<file path="config.mk">
export PLATFORM = sky130hd
export DESIGN_NAME = pal_front
export DESIGN_NICKNAME = d
export VERILOG_FILES = /design/src/hw/rtl/pal_pkg.sv /design/src/hw/rtl/pal_front.sv
export SDC_FILE = /design/constraint.sdc
export NUM_CORES = 1
export LEC_CHECK = 0
export CAP_MARGIN = 25
export CORE_ASPECT_RATIO = 0.5
export CORE_MARGIN = 3
export CORE_UTILIZATION = 45
export DETAILED_ROUTE_END_ITERATION = 10
export DONT_BUFFER_PORTS = 1
export GPL_ROUTABILITY_DRIVEN = 0
export PLACE_DENSITY_LB_ADDON = 0.05
export SLEW_MARGIN = 20
export SYNTH_ARGS = -nofsm -noshare
export SYNTH_HDL_FRONTEND = slang
export SYNTH_SLANG_ARGS = --single-unit
export TNS_END_PERCENT = 50
</file>
<file path="constraint.sdc">
create_clock -name clk -period 3.4 [get_ports clk]
set_input_delay 0.17 -clock clk [delete_from_list [all_inputs] [get_ports clk]]
set_output_delay 0.17 -clock clk [all_outputs]
set_load 0.02 [all_outputs]
</file>
<file path="src/hw/rtl/pal_pkg.sv">
`timescale 1ns / 1ps

package pal_pkg;

	localparam int MAX_PAGES  = 16384;
	localparam int PAGE_W     = $clog2(MAX_PAGES);
	localparam int DEPTH_W    = PAGE_W + 1;
	localparam int COUNT_BITS = 8;
	localparam int REF_W      = 8;
	localparam int STATUS_W   = 2;
	localparam int CFG_IDX_W  = 1;
	localparam int CFG_DATA_W = DEPTH_W;

	localparam logic [COUNT_BITS-1:0] COUNT_MAX = {COUNT_BITS{1'b1}};

	// command queue between front and back
	localparam int QDEPTH = 2;
	localparam int QPTR_W = $clog2(QDEPTH);

	localparam logic [CFG_IDX_W-1:0] CFG_FIRST_PAGE = 1'b0;
	localparam logic [CFG_IDX_W-1:0] CFG_PAGE_LIMIT = 1'b1;

	typedef enum logic [1:0] {
		OP_ALLOC  = 2'd0,
		OP_FREE   = 2'd1,
		OP_INCREF = 2'd2,
		OP_DECREF = 2'd3
	} opcode_t;

	typedef enum logic [STATUS_W-1:0] {
		ST_OK    = 2'd0,
		ST_EMPTY = 2'd1,
		ST_RANGE = 2'd2,
		ST_FULL  = 2'd3
	} status_t;

	typedef enum logic [1:0] {
		BK_CLEAR,
		BK_IDLE,
		BK_EXEC
	} back_state_t;

	typedef struct packed {
		opcode_t           op;
		logic [PAGE_W-1:0] page;
		logic              range_ok;
	} pal_cmd_t;

	typedef struct packed {
		logic clearing;
	} pal_back_stat_t;

endpackage

</file>
<file path="src/hw/rtl/pal_front.sv">
`timescale 1ns / 1ps

module pal_front (
	input  logic                         clk,
	input  logic                         arst_n,
	input  logic                         push,
	output logic                         full,
	input  logic [1:0]                   opcode,
	input  logic [pal_pkg::PAGE_W-1:0]   page_index,
	input  logic [pal_pkg::PAGE_W-1:0]   first_page,
	input  logic [pal_pkg::DEPTH_W-1:0]  page_limit,
	input  pal_pkg::pal_back_stat_t      back_stat,
	output logic                         cmd_valid,
	output pal_pkg::pal_cmd_t            cmd,
	input  logic                         cmd_pop
);
	import pal_pkg::*;

	pal_cmd_t            q_mem [QDEPTH];
	logic [QPTR_W-1:0]   wr_q, rd_q;
	logic [QPTR_W:0]     cnt_q;
	pal_cmd_t            new_cmd;
	logic                wr_en, rd_en;

	// classify at accept; the user must keep config stable while items are in flight, the block does not check it
	always_comb begin
		new_cmd.op       = opcode_t'(opcode);
		new_cmd.page     = page_index;
		new_cmd.range_ok = (page_index >= first_page) &&
		                   ({1'b0, page_index} < page_limit);
	end

	assign full      = (cnt_q == (QPTR_W+1)'(QDEPTH)) || back_stat.clearing;
	assign wr_en     = push && !full;
	assign cmd_valid = (cnt_q != '0);
	assign rd_en     = cmd_pop && cmd_valid;
	assign cmd       = q_mem[rd_q];

	always_ff @(posedge clk) begin
		if (wr_en) q_mem[wr_q] <= new_cmd;
	end

	always_ff @(posedge clk or negedge arst_n) begin
		if (!arst_n) begin
			wr_q  <= '0;
			rd_q  <= '0;
			cnt_q <= '0;
		end else begin
			if (wr_en) wr_q <= wr_q + 1'b1;
			if (rd_en) rd_q <= rd_q + 1'b1;
			case ({wr_en, rd_en})
				2'b10:   cnt_q <= cnt_q + 1'b1;
				2'b01:   cnt_q <= cnt_q - 1'b1;
				default: cnt_q <= cnt_q;
			endcase
		end
	end

endmodule

</file>
==> run_results.csv <==
group,metric,value,unit
floorplanning,dieArea,0.00555,mm^2
cts,path_clk_slew,0.07,ns
routing,vias_per_cell,5.29,
power_and_ir_drop,p_int,917,uW
setup_path,cp.arrival,1.65,ns
synth,ys_seq_elements,38,
sta,finalCritPeriodShare,53.4,%
placement,dp_slack,1.43,ns
cts,cts_made_buffers,5,
setup_path,reg2reg_to,"q_mem[1][11]",
layout,fin_nets,268,
setup_path,worst_setup_path_end_kind,"primary output",
synth,synthTopCellsByArea,"edfxtp_1, ha_1, mux2_2, inv_1, dfrtp_1",
sta,setup_slack,1.58,ns
global_routing,grt_pass1_wl,6260,um
sta,finalMaxSlewViolations,0,
floorplanning,chipHeight,54.2,um
sta,period_needed,1.82,ns
synth,syn-cell-area,0.00209,mm^2
placement,place_inst,219,
floorplanning,die_x,102,um
setup_path,crit_required,3.23,ns
flow_run,drv_cap,0,
synth,synth_edf_count,34,
routing,route.detailed.drc,0,
global_routing,grt_pass1_vias,1365,
floorplanning,start_util,50.0,%
routing,drtIter0Drc,24,
global_routing,antenna_found_initial,0,
synth,synthTopCellsByCount,"edfxtp_1, inv_1, ha_1",
synth,synth_top_area_cell,"edfxtp_1",
cts,cts_resized,0,
setup_path,path_buf_inv,0,
status,status,"finished, final reports clean",
global_routing,grt_usage,15.4,%
power_and_ir_drop,p_sw_share,33.6,%
layout,layout-drive-gt1-share,14.1,%
setup_path,r2r-start,"cnt_q[0]",
worst_hold_path,hold_path_class,"in2reg",
floorplanning,placement_rows,16,
synth,yosysSeqAreaShare,53.6,%
routing,vias,1297,
cts,root_buffer,"clkbuf_8",
sta,hold_viol,0,
sta,final-setup-viol-count,0,
setup_path,crit_path_cell_trace,"mux2_2",
floorplanning,num_io_pins,69,
setup_path,critPathMaxFanout,18,
power_and_ir_drop,power_frac_seq,48.1,%
cts,cts_sinks,38,
sta,slew_headroom,44.2,%
synth,synth_top_area_share,48.8,%
setup_path,cp-start-kind,"register",
layout,layoutNonFillerInstCount,245,
floorplanning,core,0.00418,mm^2
layout,area_delta_synth_final,15.6,%
synth,synth-async-reset-ratio,10.5,%
power_and_ir_drop,combinationalPowerShare,31.0,%
sta,finClkSkew,0.00383,ns
power_and_ir_drop,power_switching,464,uW
power_and_ir_drop,p_leak,0.00103,uW
synth,syn_inst,167,
global_routing,grt-ovfl-total,0,
cts,clock_latency,0.28,ns
sta,worstMarginPinSlew,0.838,ns
cts,cts_setup_buffers,0,
sta,rsz0062_at_grt,"no",
routing,wirelength,4000,um
cts,htreeDepth,2,
sta,setup-tns-final,0,ns
setup_path,rrSetupSlack,1.61,ns
power_and_ir_drop,clockPowerShare,20.8,%
routing,routedWlPerCell,16.3,um
cts,cts_tree,"done",
setup_path,max_stage_delay,0.88,ns
setup_path,critPathSlowestCell,"dfrtp_1",
synth,synth_most_common_cell,"edfxtp_1",
setup_path,worst-path-stages,1,
routing,first_pass_iters,4,
placement,hpwl,2930,um
synth,synth_top_flop_cell,"edfxtp_1",
synth,synth.net_count,245,
synth,ys_warn_count,0,
global_routing,grt_max_degree,19,
setup_path,critPathCapture,"cmd[14]",
setup_path,crit_type,"reg2out",
routing,ant_nets,0,
sta,max_freq,551,MHz
synth,synth_cell_types,27,
placement,io_buffers,0,
power_and_ir_drop,power_density,571,mW/mm^2
setup_path,crit_family,"flip-flops",
setup_path,setup.worst_path.start,"rd_q",
cts,cts_buffer_depth,2,
power_and_ir_drop,peakVddDrop,0.275,mV
setup_path,rr_worst_depth,3,
layout,n_antenna_cell,0,
synth,avgSynthCellArea,12.5,um^2
-- layout make-up --
cell class	count	area (um^2)
Clock buffer	6	72.6
Clock inverter	2	8.76
Fill cell	354	1770
Inverter	30	113
Multi-Input combinational cell	97	851
Sequential cell	38	1120
Tap cell	54	67.6
Timing Repair Buffer	18	185
-- worst min path at each step --
stage | slack, ns | end | depth (start not counted) | startpoint
2_1_floorplan | -0.13 | cnt_q[0] | 0 | arst_n
3_3_place_gp | -0.13 | rd_q | 0 | arst_n
3_5_place_dp | -0.13 | cnt_q[1] | 0 | arst_n
4_1_cts | 0.11 | wr_q | 2 | push
5_1_grt | 0.14 | rd_q | 2 | cmd_pop
6_report | 0.13 | wr_q | 2 | push
-- repair_timing --
| action | 4_1_cts | 5_1_grt |
|---|---|---|
| hold endpoints to repair | 36 | 0 |
| endpoints found under the setup margin | 0 | 0 |
| hold buffers | 17 | 0 |
-- flip-flops by register name (all words and copies together) (netlist names) --
name	cells
wr_q	1
rd_q	1
q_mem	34
cnt_q	2
-- power groups by stage --
stage	logic [uW]	clock network, uW	registers (uW)
floorplan	393	0	625
global placement	404	0	675
detailed placement	408	0	680
CTS	431	297	669
global route	470	319	678
finish	428	288	665
-- per-layer routing --
layer / vias to the layer above / track usage (%) / routed length [um]
met3: 2 / 5.85 / 297
met4: 0 / 4.79 / 19
met1: 606 / 19.5 / 1920
met5: - / 0 / 0
met2: 45 / 25.0 / 1760
li1: 644 / - / -
-- cells by family (layout without fill, tap and decap cells) --
kind of cell	after synthesis	in the layout	share of synthesized area (%)
AOI/OAI and AO/OA	24	24	7.18
buffers and inverters	32	56	5.86
adders and majority gates	28	28	16.7
and+or+nand+nor	23	23	5.38
muxes	17	17	9.15
DFF	38	38	53.6
xor gates and xnor gates	5	5	2.09
-- cells in the final DEF, fill, tap and decap left out --
cell / n
buf_8: 1
nand2b_1: 1
xor2_1: 2
dlygate4sd3_1: 17
edfxtp_1: 34
inv_1: 30
o22ai_1: 1
nor3_1: 1
o21ai_1: 1
nand4_1: 4
o21ai_0: 2
nor2_1: 5
ha_1: 28
and3_1: 1
a211o_1: 1
a21o_1: 2
clkbuf_1: 1
a21oi_1: 12
clkbuf_8: 5
dfrtp_1: 4
and2_1: 1
clkinv_2: 1
xnor2_1: 3
nor2_2: 1
a211oi_1: 2
o221ai_1: 1
nand2_1: 7
a211oi_2: 1
clkinv_1: 1
nand4b_1: 1
or2_2: 1
mux2_2: 17
a41oi_1: 1
-- stage by stage --
| step | total power [uW] | hold slack, ns | area, um^2 | utilization (%) |
|---|---|---|---|---|
| 3_3_place_gp | 1080 | -0.125 | 2150 | 51.4 |
| 5_1_grt | 1470 | 0.135 | 2420 | 57.8 |
| 4_1_cts | 1400 | 0.114 | 2400 | 57.4 |
| 2_1_floorplan | 1020 | -0.126 | 2090 | - |
| 6_report | 1380 | 0.128 | 2420 | 57.8 |
| 3_5_place_dp | 1090 | -0.125 | 2150 | 51.4 |
Power figures use the tool's default switching activity.
